===== config.mk =====
export PLATFORM = sky130hd
export DESIGN_NAME = greedy_min_finish_scheduler
export DESIGN_NICKNAME = d
export VERILOG_FILES = /design/src/hdl/gms_pkg.sv /design/src/hdl/gms_ctrl.sv /design/src/hdl/gms_dp.sv /design/src/hdl/greedy_min_finish_scheduler.sv
export SDC_FILE = /design/constraint.sdc
export NUM_CORES = 1
export LEC_CHECK = 0
export BUFFER_PORTS_ARGS = -buffer_cell sky130_fd_sc_hd__buf_2
export CORE_MARGIN = 3
export CORE_UTILIZATION = 50
export CTS_BUF_LIST = sky130_fd_sc_hd__clkbuf_8
export DETAILED_ROUTE_END_ITERATION = 7
export PLACE_DENSITY = 0.72
export SYNTH_ARGS = -nofsm -noshare
export SYNTH_HDL_FRONTEND = slang
export SYNTH_SLANG_ARGS = --single-unit

===== constraint.sdc =====
create_clock -name clk -period 11.9 [get_ports clk]
set_clock_uncertainty 0.2 [all_clocks]
set_input_delay 2.38 -clock clk [delete_from_list [all_inputs] [get_ports clk]]
set_output_delay 2.38 -clock clk [all_outputs]
set_load 0.05 [all_outputs]

===== src/hdl/gms_pkg.sv =====
// Shared constants and types for the greedy minimum-finish-time scheduler.
// Holds field widths, configuration register indexes and the command and
// status groups between the controller and the datapath. No dependencies.
package gms_pkg;

    // Machine count and field widths.
    localparam int MACHINES   = 4;
    localparam int MIDX_W     = 2;
    localparam int JOB_W      = 16;
    localparam int RATE_W     = 8;
    localparam int PROD_W     = JOB_W + RATE_W;
    localparam int LOAD_W     = 32;
    localparam int ACT_W      = 3;
    localparam int CFG_IDX_W  = 3;
    localparam int CFG_DATA_W = 8;

    localparam logic [LOAD_W-1:0] LOAD_MAX = '1;

    // Configuration register indexes.
    localparam logic [CFG_IDX_W-1:0] REG_ACTIVE = 3'd0;
    localparam logic [CFG_IDX_W-1:0] REG_RATE_0 = 3'd1;
    localparam logic [CFG_IDX_W-1:0] REG_RATE_1 = 3'd2;
    localparam logic [CFG_IDX_W-1:0] REG_RATE_2 = 3'd3;
    localparam logic [CFG_IDX_W-1:0] REG_RATE_3 = 3'd4;

    // Reset values of the configuration registers.
    localparam logic [ACT_W-1:0]  ACTIVE_RESET = 3'd4;
    localparam logic [RATE_W-1:0] RATE_RESET   = 8'd1;

    // Commands from the controller to the datapath.
    typedef struct packed {
        logic start;   // latch a new word and restart the scan
        logic step;    // evaluate one machine
        logic commit;  // write back the winner and load the output register
    } gms_cmd_t;

    // Status from the datapath to the controller.
    typedef struct packed {
        logic last_machine;  // scan is at the last active machine
        logic out_free;      // output register can take a new word
    } gms_sts_t;

endpackage


===== src/hdl/gms_ctrl.sv =====
// Controller state machine of the scheduler: accept, scan, commit.
// Depends on gms_pkg for the command and status structs.
module gms_ctrl
(
    input  logic              clk,
    input  logic              rst_n,
    input  logic              in_valid,
    output logic              in_stall,
    input  gms_pkg::gms_sts_t sts,
    output gms_pkg::gms_cmd_t cmd
);

    typedef enum logic [1:0] {
        ST_IDLE,
        ST_SCAN,
        ST_COMMIT
    } state_t;

    state_t state_reg;
    state_t state_next;
    logic   stall_reg;
    logic   stall_next;

    // Next state and command decode.
    always_comb
    begin
        state_next = state_reg;
        cmd        = '0;
        unique case (state_reg)
            ST_IDLE:
            begin
                if (in_valid && !stall_reg)
                begin
                    cmd.start  = 1'b1;
                    state_next = ST_SCAN;
                end
            end
            ST_SCAN:
            begin
                cmd.step = 1'b1;
                if (sts.last_machine)
                begin
                    state_next = ST_COMMIT;
                end
            end
            ST_COMMIT:
            begin
                if (sts.out_free)
                begin
                    cmd.commit = 1'b1;
                    state_next = ST_IDLE;
                end
            end
            default:
            begin
                state_next = ST_IDLE;
            end
        endcase
        stall_next = (state_next != ST_IDLE);
    end

    // State and registered stall.
    always_ff @(posedge clk or negedge rst_n)
    begin
        if (!rst_n)
        begin
            state_reg <= ST_IDLE;
            stall_reg <= 1'b0;
        end
        else
        begin
            state_reg <= state_next;
            stall_reg <= stall_next;
        end
    end

    assign in_stall = stall_reg;

    // An accepted word always starts a scan.
    a_accept_scan: assert property (@(posedge clk) disable iff (!rst_n)
        (in_valid && !in_stall) |=> (state_reg == ST_SCAN))
        else $error("accepted word did not start a scan");

    // A commit never overwrites a result that is still waiting.
    a_commit_free: assert property (@(posedge clk) disable iff (!rst_n)
        cmd.commit |-> sts.out_free)
        else $error("commit while output register busy");

    // The input is held off whenever a word is in progress.
    a_busy_stall: assert property (@(posedge clk) disable iff (!rst_n)
        (state_reg != ST_IDLE) |-> in_stall)
        else $error("input open while a word is in progress");

endmodule


===== src/hdl/gms_dp.sv =====
// Datapath of the scheduler: configuration registers, machine loads,
// the multiply-add-compare scan unit and the output register.
// Depends on gms_pkg for widths, register indexes and the control structs.
module gms_dp
(
    input  logic                               clk,
    input  logic                               rst_n,
    input  logic                               cfg_wr_en,
    input  logic [gms_pkg::CFG_IDX_W-1:0]      cfg_index,
    input  logic [gms_pkg::CFG_DATA_W-1:0]     cfg_data,
    input  logic [gms_pkg::JOB_W-1:0]          job_size,
    input  logic                               last_job,
    input  gms_pkg::gms_cmd_t                  cmd,
    output gms_pkg::gms_sts_t                  sts,
    output logic                               out_valid,
    input  logic                               out_stall,
    output logic [gms_pkg::MIDX_W-1:0]         chosen_machine,
    output logic [gms_pkg::LOAD_W-1:0]         new_load,
    output logic [gms_pkg::LOAD_W-1:0]         makespan,
    output logic                               batch_done
);

    logic [gms_pkg::ACT_W-1:0]  active_reg;
    logic [gms_pkg::RATE_W-1:0] rate_reg [gms_pkg::MACHINES];
    logic [gms_pkg::MIDX_W-1:0] rate_sel;

    logic [gms_pkg::LOAD_W-1:0] load_reg [gms_pkg::MACHINES];
    logic [gms_pkg::LOAD_W-1:0] span_reg;

    logic [gms_pkg::JOB_W-1:0]  job_reg;
    logic                       last_reg;
    logic [gms_pkg::MIDX_W-1:0] idx_reg;
    logic [gms_pkg::MIDX_W-1:0] last_idx;
    logic [gms_pkg::LOAD_W-1:0] best_reg;
    logic [gms_pkg::MIDX_W-1:0] best_idx_reg;

    logic [gms_pkg::PROD_W-1:0] product;
    logic [gms_pkg::LOAD_W:0]   sum;
    logic [gms_pkg::LOAD_W-1:0] cand;
    logic [gms_pkg::LOAD_W-1:0] span_next;

    logic                       out_valid_reg;
    logic [gms_pkg::MIDX_W-1:0] out_machine_reg;
    logic [gms_pkg::LOAD_W-1:0] out_load_reg;
    logic [gms_pkg::LOAD_W-1:0] out_span_reg;
    logic                       out_done_reg;

    assign rate_sel = gms_pkg::MIDX_W'(cfg_index - gms_pkg::REG_RATE_0);

    // Configuration writes; unknown indexes are ignored.
    always_ff @(posedge clk or negedge rst_n)
    begin
        if (!rst_n)
        begin
            active_reg <= gms_pkg::ACTIVE_RESET;
            for (int m = 0; m < gms_pkg::MACHINES; m++)
            begin
                rate_reg[m] <= gms_pkg::RATE_RESET;
            end
        end
        else if (cfg_wr_en)
        begin
            unique case (cfg_index) inside
                gms_pkg::REG_ACTIVE:
                begin
                    active_reg <= cfg_data[gms_pkg::ACT_W-1:0];
                end
                gms_pkg::REG_RATE_0, gms_pkg::REG_RATE_1,
                gms_pkg::REG_RATE_2, gms_pkg::REG_RATE_3:
                begin
                    if (int'(rate_sel) < gms_pkg::MACHINES)
                    begin
                        rate_reg[rate_sel] <= cfg_data[gms_pkg::RATE_W-1:0];
                    end
                end
                default:
                begin
                end
            endcase
        end
    end

    // Last machine index of the scan; a count of zero acts as one and a
    // count above the machine total acts as the total.
    always_comb
    begin
        if (active_reg == '0)
        begin
            last_idx = '0;
        end
        else if (active_reg > gms_pkg::ACT_W'(gms_pkg::MACHINES))
        begin
            last_idx = gms_pkg::MIDX_W'(gms_pkg::MACHINES - 1);
        end
        else
        begin
            last_idx = gms_pkg::MIDX_W'(active_reg - 3'd1);
        end
    end

    // Candidate finish time of the machine under scan, saturated.
    always_comb
    begin
        product = gms_pkg::PROD_W'(job_reg) * gms_pkg::PROD_W'(rate_reg[idx_reg]);
        sum     = {{(gms_pkg::LOAD_W + 1 - gms_pkg::PROD_W){1'b0}}, product}
                + {1'b0, load_reg[idx_reg]};
        cand    = sum[gms_pkg::LOAD_W] ? gms_pkg::LOAD_MAX : sum[gms_pkg::LOAD_W-1:0];
    end

    assign span_next = (best_reg > span_reg) ? best_reg : span_reg;

    // Job latch and scan registers.
    always_ff @(posedge clk)
    begin
        if (cmd.start)
        begin
            job_reg  <= job_size;
            last_reg <= last_job;
            idx_reg  <= '0;
        end
        else if (cmd.step)
        begin
            idx_reg <= idx_reg + gms_pkg::MIDX_W'(1);
            if ((idx_reg == '0) || (cand < best_reg))
            begin
                best_reg     <= cand;
                best_idx_reg <= idx_reg;
            end
        end
    end

    // Loads and makespan; a last word clears them after its result.
    always_ff @(posedge clk or negedge rst_n)
    begin
        if (!rst_n)
        begin
            span_reg <= '0;
            for (int m = 0; m < gms_pkg::MACHINES; m++)
            begin
                load_reg[m] <= '0;
            end
        end
        else if (cmd.commit)
        begin
            if (last_reg)
            begin
                span_reg <= '0;
                for (int m = 0; m < gms_pkg::MACHINES; m++)
                begin
                    load_reg[m] <= '0;
                end
            end
            else
            begin
                span_reg               <= span_next;
                load_reg[best_idx_reg] <= best_reg;
            end
        end
    end

    // Output register valid flag.
    always_ff @(posedge clk or negedge rst_n)
    begin
        if (!rst_n)
        begin
            out_valid_reg <= 1'b0;
        end
        else if (cmd.commit)
        begin
            out_valid_reg <= 1'b1;
        end
        else if (!out_stall)
        begin
            out_valid_reg <= 1'b0;
        end
    end

    // Output register payload.
    always_ff @(posedge clk)
    begin
        if (cmd.commit)
        begin
            out_machine_reg <= best_idx_reg;
            out_load_reg    <= best_reg;
            out_span_reg    <= span_next;
            out_done_reg    <= last_reg;
        end
    end

    assign sts.last_machine = (idx_reg == last_idx);
    assign sts.out_free     = !out_valid_reg || !out_stall;

    assign out_valid      = out_valid_reg;
    assign chosen_machine = out_machine_reg;
    assign new_load       = out_load_reg;
    assign makespan       = out_span_reg;
    assign batch_done     = out_done_reg;

    // A commit always presents a result on the next cycle.
    a_commit_out: assert property (@(posedge clk) disable iff (!rst_n)
        cmd.commit |=> out_valid)
        else $error("commit did not load the output register");

    // The reported makespan covers the reported load.
    a_span_covers: assert property (@(posedge clk) disable iff (!rst_n)
        out_valid |-> (makespan >= new_load))
        else $error("makespan below new load");

    // The chosen machine is always one that exists.
    a_machine_range: assert property (@(posedge clk) disable iff (!rst_n)
        out_valid |-> (int'(chosen_machine) < gms_pkg::MACHINES))
        else $error("chosen machine out of range");

endmodule


===== src/hdl/greedy_min_finish_scheduler.sv =====
// Greedy minimum-finish-time scheduler, top level.
// Each accepted word is processed in order: an accept, then one
// multiply-add-compare per effective active machine (1 to 4) in the shared
// scan unit, then a commit once the output register is free; in_stall holds
// off a new word until the commit of the last one.
// Reset clears loads, makespan and control; machine count 4, all rates 1.
module greedy_min_finish_scheduler
(
    input  logic                               clk,
    input  logic                               rst_n,
    input  logic                               cfg_wr_en,
    input  logic [gms_pkg::CFG_IDX_W-1:0]      cfg_index,
    input  logic [gms_pkg::CFG_DATA_W-1:0]     cfg_data,
    input  logic                               in_valid,
    output logic                               in_stall,
    input  logic [gms_pkg::JOB_W-1:0]          job_size,
    input  logic                               last_job,
    output logic                               out_valid,
    input  logic                               out_stall,
    output logic [gms_pkg::MIDX_W-1:0]         chosen_machine,
    output logic [gms_pkg::LOAD_W-1:0]         new_load,
    output logic [gms_pkg::LOAD_W-1:0]         makespan,
    output logic                               batch_done
);

    gms_pkg::gms_cmd_t cmd;
    gms_pkg::gms_sts_t sts;

    // Controller.
    gms_ctrl u_ctrl
    (
        .clk      (clk),
        .rst_n    (rst_n),
        .in_valid (in_valid),
        .in_stall (in_stall),
        .sts      (sts),
        .cmd      (cmd)
    );

    // Datapath.
    gms_dp u_dp
    (
        .clk            (clk),
        .rst_n          (rst_n),
        .cfg_wr_en      (cfg_wr_en),
        .cfg_index      (cfg_index),
        .cfg_data       (cfg_data),
        .job_size       (job_size),
        .last_job       (last_job),
        .cmd            (cmd),
        .sts            (sts),
        .out_valid      (out_valid),
        .out_stall      (out_stall),
        .chosen_machine (chosen_machine),
        .new_load       (new_load),
        .makespan       (makespan),
        .batch_done     (batch_done)
    );

endmodule

* After elaboration in Yosys (flattened, before gate mapping)
Index checks and enable logic that the tools add are counted.
Operators by class: bitwise operators 4, mux-type cells 29, $add $sub $neg 4, $lt $le $gt $ge 8, equal/unequal tests 8, reductions and logical operators 17, multiply operators 1
Operators by type and width (number):
- $mux W32 | 6
- $bwmux W128 | 1
- $mux W128 | 1
- $bmux W32 S2 | 1
- $demux W32 S2 | 1
- $add A24 B32 Y33 | 1
- $bwmux W32 | 1
- $gt A32 B32 Y1 | 1
- $lt A32 B32 Y1 | 1
- $mul A16 B8 Y24 | 1
- $mux W8 | 3
- $bmux W8 S2 | 1
- $demux W8 S2 | 1
- $mux W2 | 5
- $ge A3 B3 Y1 const B | 3
- $not A2 Y3 | 3
- $mux W1 | 7
- $eq A3 B2 Y1 const B | 2
- $logic_not A3 Y1 | 2
- $lt A3 B1 Y1 const B | 2
- $pmux W2 S3 | 1
- $logic_not A2 Y1 | 2
- $reduce_and A2 Y1 | 2
- $reduce_or A4 Y1 | 1
- 15 further kinds | 21
Word-level totals: register bits after elaboration 319, word-level logic and storage cells 93, input port bits 33, output and inout port bits 69

* Depth between registers and ports, before layout
word-level depth 10, gate-level depth with buffers 31, mapped depth without buffers 27

* Hierarchy
Synthesis repeated with hierarchy kept, for this count alone.
Unflattened totals: cells, all modules 1872, area, all modules 19932.9 µm²
Modules (own cells, without submodules):
- gms_dp | times used 1, cells an instance 1857, area an instance 19779.0 µm²
- gms_ctrl | times used 1, cells an instance 15, area an instance 153.9 µm²

* Worst setup path before layout
Ideal clock, no wire load.
kind register -> register, from register u_dp.idx_reg[0] (netlist bit), to register u_dp.best_idx_reg[0] (netlist bit), enable pin, cell stages (with the launch flop) 32, buffers on the path 6, setup slack 2.469 ns, library setup time 0.446 ns, required time 11.254 ns, data arrival time 8.785 ns, path through dfxtp_1 buf_4 buf_2 buf_2 buf_2 mux4_2 inv_1 fa_1 inv_1 fa_1 fa_1 inv_1 fa_1 inv_1 ha_1 and3_1 a221o_1 a31oi_1 a211oi_1 o21ai_2 or2_1 buf_4 buf_4 o21ai_1 ha_1 a21o_1 a211o_1 o211ai_1 a21oi_1 nor3_1 o21ai_0 a31oi_1
On the way: word-level cells in the longest chain between the ends 10, elaborated cells between the ends (all ways) 14, classes of those cells 1 x add/sub; 1 x mul; 1 x order compare; 7 x mux; 1 x bitwise; 3 x reduce/logical
RTL lines:
- from (decl) | RTL line gms_dp.sv:32 | logic [gms_pkg::MIDX_W-1:0] idx_reg;
- from (signal assigned) | RTL line gms_dp.sv:123 | idx_reg <= idx_reg + gms_pkg::MIDX_W'(1);
- $not A2 Y3 (not written as such) * | RTL line gms_dp.sv:104, gms_dp.sv:106
- $bmux W8 S2 | RTL line gms_dp.sv:104 | product = gms_pkg::PROD_W'(job_reg) * gms_pkg::PROD_W'(rate_reg[idx_reg]);
- $mux W8 (not written as such) (2 in a row) | RTL line gms_dp.sv:104
- $mul A16 B8 Y24 | RTL line gms_dp.sv:104
- $add A24 B32 Y33 * | RTL line gms_dp.sv:106 | + {1'b0, load_reg[idx_reg]};
- $mux W32 * | RTL line gms_dp.sv:107 | cand = sum[gms_pkg::LOAD_W] ? gms_pkg::LOAD_MAX : sum[gms_pkg::LOAD_W-1:0];
- named net u_dp.cand, one bit | RTL line gms_dp.sv:39 | logic [gms_pkg::LOAD_W-1:0] cand;
- $lt A32 B32 Y1 * | RTL line gms_dp.sv:124 | if ((idx_reg == '0) || (cand < best_reg))
- $logic_or A1 B1 Y1 * | RTL line gms_dp.sv:124
- $reduce_and A3 Y1 (no source line) *
- to (signal assigned) | RTL line gms_dp.sv:127 | best_idx_reg <= idx_reg;
- to (decl) | RTL line gms_dp.sv:35 | logic [gms_pkg::MIDX_W-1:0] best_idx_reg;
The timed path passes the listed nets; every way through them passes the cells marked *. The select of a mux whose other input is x is not followed. A chain may end at the register's enable or synchronous reset.

* Worst setup path in the final report
from register u_dp.idx_reg[0] (netlist bit), to register u_dp.best_reg[15] (netlist bit), enable pin
On the way: word-level cells in the longest chain between the ends 10, elaborated cells between the ends (all ways) 14, classes of those cells 1 x add/sub; 1 x mul; 1 x order compare; 7 x mux; 1 x bitwise; 3 x reduce/logical
RTL lines:
- $not A2 Y3 (not written as such) * | RTL line gms_dp.sv:104, gms_dp.sv:106
- $bmux W8 S2 | RTL line gms_dp.sv:104
- $mux W8 (not written as such) (2 in a row) | RTL line gms_dp.sv:104
- $mul A16 B8 Y24 | RTL line gms_dp.sv:104
- $add A24 B32 Y33 * | RTL line gms_dp.sv:106
- $mux W32 * | RTL line gms_dp.sv:107
- named net u_dp.cand, one bit | RTL line gms_dp.sv:39
- $lt A32 B32 Y1 * | RTL line gms_dp.sv:124
- $logic_or A1 B1 Y1 * | RTL line gms_dp.sv:124
- $reduce_and A3 Y1 (no source line) *
- to (signal assigned) | RTL line gms_dp.sv:126 | best_reg <= cand;
- to (decl) | RTL line gms_dp.sv:34 | logic [gms_pkg::LOAD_W-1:0] best_reg;
Marked as above.

==> metrics.txt <==
clock sinks 319; critical path's slowest cell dfxtp_2; Post-synth EDFFs 118; Synth Register Bits roughly 320; Slew HR between 20% and 30%; initial antenna violation count 0; top cell type's share of synthesized area between 20 and 30%; Final Cycle Share between 80% and 90%; CP max stage delay around 1 ns; Slew Viols, Final 0; Setup Buffers After CTS 0; actual slew at the worst max-slew pin 1.19 ns; vias in the first global route between 10000 and 15000; RD Place Congestion about 0.9; Die Wd ~200 µm; Pre-antenna DRT Iters 6; critical path endpoint category flop; gr ovfl total 0; area grow syn2layout 10.6%; final net count around 2100; pre-CTS setup slack 2.06 ns; total number of vias approximately 14000; DR iter-0 viols between 1000 and 1500; Mapped Cells approximately 1800; final setup violating endpoints 0; sequential area share after synthesis 44.5%; Post-Synthesis Cell Area a little under 20000 µm²; total wire length around 48 mm; Wirelength per Cell approximately 20 µm; async set-reset flop share out of synthesis ~62%; core area between 30000 and 40000 µm²; first-pass GRT wire length a little under 80 mm; Hold WC Path Type flop to flop; Reg area around 8600 µm²; final std cells w/o fill between 2000 and 2500; Crit path arrival time ~10 ns; Startpoint Class flop; syn_nets slightly above 2000; Routed Antenna Nets 0; post-CTS resize count 0; CP max FO 34; Synth area leader dfrtp_1; Starting Density between 50% and 60%; synth warn 0; Fillers between 3000 and 4000; n_diodes 0; Main synth FF type dfrtp_1; DIE AREA between 40000 and 50000 µm²; layout cells sized above 1 between 10 and 15%; CP Cell Sequence mux4_2 > and2_1 > fa_1 > fa_1 > fa_1 > inv_1 > fa_1 > inv_1 > ha_1 > and3_1 > a221o_1 > a31oi_1 > a211oi_1 > o21ai_2 > or2_1 > nand3_1 > ha_1 > a21oi_1 > o21ai_0 > o21bai_1 > a21oi_1 > o2bb2ai_1 > o21ai_0 > a31oi_4; Detailed Place HPWL about 35 mm; max reg flops 128; Final Hold Fails 0; synth unique cells 70; Setup Total Neg Slack 0 ns; Multi-input gate area 9510 µm²; CTS root buffer clkbuf_8; Avg Inst Size Synth 10.8 µm²; outcome finished, final reports clean; num rows slightly above 70; Vias/cell approximately 5.7; CTS Buffer Depth 3; CTS Hold Bufs 0; Setup CP Type flop to flop; CTS tree done; final core utilization 56.2%; Clock H-tree levels 2; Num CTS Buffers 53; Worst-Skew Late Latency 0.63 ns; Max Clock Freq ~100 MHz; placed insts ~2300; CP required about 12 ns; Tot GR Track Use around a quarter; CTS clock-pin slew for the worst setup and hold paths 0.06 ns; maxcap violations 0; DRC viols 0; I/O pin count approximately 100; Die Span Y about 200 µm; RSZ-0062 raised after global routing no; fin worst setup slack 1.96 ns; Port Buffer Count slightly above 100; Synth area leaders dfrtp_1, edfxtp_1, fa_1; Final min period between 9 and 10 ns; largest net degree at the start of global routing slightly above 80; cell mode on critical path fa_1
## layer usage
layer / track usage (%) / wire [µm]
met2: 40.6 / 24100
met5: 0 / 0
met3: 3.45 / 2760
met1: 31.7 / 20000
met4: 8.27 / 1380
## critical path: cells and delay by family (launching register included)
family,cells,cell delay [ns]
DFF,1,0.99
and+or+nand+nor,4,1.44
AOI/OAI and AO/OA,11,3.14
muxes,1,0.77
buffers and inverters,2,0.10
adders and majority gates,6,2.86
## Yosys cell counts, types with 4 or more instances
cell / count
nand2_1: 262
a21oi_1: 30
o21ai_1: 24
xnor2_1: 4
fa_1: 106
and2_1: 83
mux4_2: 39
nor2b_1: 11
buf_4: 5
o2bb2ai_1: 21
a21o_1: 13
a32oi_1: 14
nor2_1: 32
inv_1: 244
mux2i_1: 4
buf_2: 9
o21bai_1: 5
dfstp_2: 5
edfxtp_1: 118
o21a_1: 10
dfrtp_1: 194
clkbuf_1: 42
xor2_1: 10
nand3_1: 14
ha_1: 114
a211oi_1: 6
nor3_1: 16
o22ai_1: 14
mux2_2: 34
o21ai_0: 170
nand4_1: 11
nand2b_1: 39
a31oi_1: 5
and3_1: 10
buf_6: 6
o211ai_1: 4
o21ai_2: 4
## logic make-up (layout without fill, tap and decap cells)
group | Yosys count | in the layout | share of synthesized area (%)
compound gates | 349 | 349 | 11.0
xor+xnor | 14 | 14 | 0.637
fa+ha+maj | 220 | 220 | 18.4
simple gates | 494 | 494 | 12.1
mux | 79 | 79 | 6.88
buf+inv | 309 | 457 | 6.42
flops | 319 | 319 | 44.5
## final timing paths
check / end / startpoint / slack (ns) / depth (start not counted)
setup / recovery: u_dp.best_reg[15] / u_dp.idx_reg[0] / 1.96 / 24
hold / removal: u_dp.load_reg[33] / u_dp.load_reg[33] / 0.28 / 2
setup reg to reg: u_dp.best_reg[15] / u_dp.idx_reg[0] / 1.96 / 24
hold reg to reg: u_dp.load_reg[33] / u_dp.load_reg[33] / 0.28 / 2
max in group asynchronous: u_dp.rate_reg[23] / rst_n / 7.84 / 3
min in group asynchronous: u_dp.span_reg[6] / rst_n / 1.59 / 1
## layout by cell type (no fill, tap or decap), types with 4 or more instances in the layout
| cell type | instances |
|---|---|
| nor2b_1 | 11 |
| and3_1 | 10 |
| a211oi_1 | 6 |
| nand4_1 | 11 |
| fa_1 | 106 |
| o21ai_1 | 21 |
| o21bai_1 | 5 |
| xnor2_1 | 4 |
| mux2_2 | 34 |
| nand3_1 | 13 |
| ha_1 | 114 |
| dfrtp_1 | 194 |
| o21ai_2 | 4 |
| nor2_1 | 32 |
| nand2b_1 | 39 |
| xor2_1 | 10 |
| edfxtp_1 | 118 |
| o21ai_0 | 170 |
| a32oi_1 | 14 |
| mux4_2 | 39 |
| nand2_1 | 261 |
| buf_2 | 100 |
| clkbuf_8 | 63 |
| buf_4 | 12 |
| dfstp_2 | 5 |
| o211ai_1 | 4 |
| a21oi_1 | 30 |
| o22ai_1 | 14 |
| a21o_1 | 12 |
| o21a_1 | 10 |
| inv_1 | 273 |
| clkinvlp_4 | 4 |
| o2bb2ai_1 | 21 |
| and2_1 | 83 |
| nor3_1 | 16 |
| a31oi_1 | 4 |
| mux2i_1 | 4 |
## cell type report
class	count	area share [%]
sequential	319	40.3
multi-input combinational	1156	44.7
inverter	245	4.33
clock buffer	62	4.01
timing repair buffer	113	2.84
tap	511	3.00
clock inverter	37	0.864
## through the flow
stage                     instance area [µm²]  hold WS, ns
after CTS                               21300        0.282
after detailed placement                20200        0.269
after floorplan                         19200        0.209
after global placement                  20200        0.256
final                                   21300        0.279
after global routing                    21300        0.301
Power is left out: the tool's default activity adds up to more than one toggle a clock period on the data nets, which glitch-free logic cannot reach.
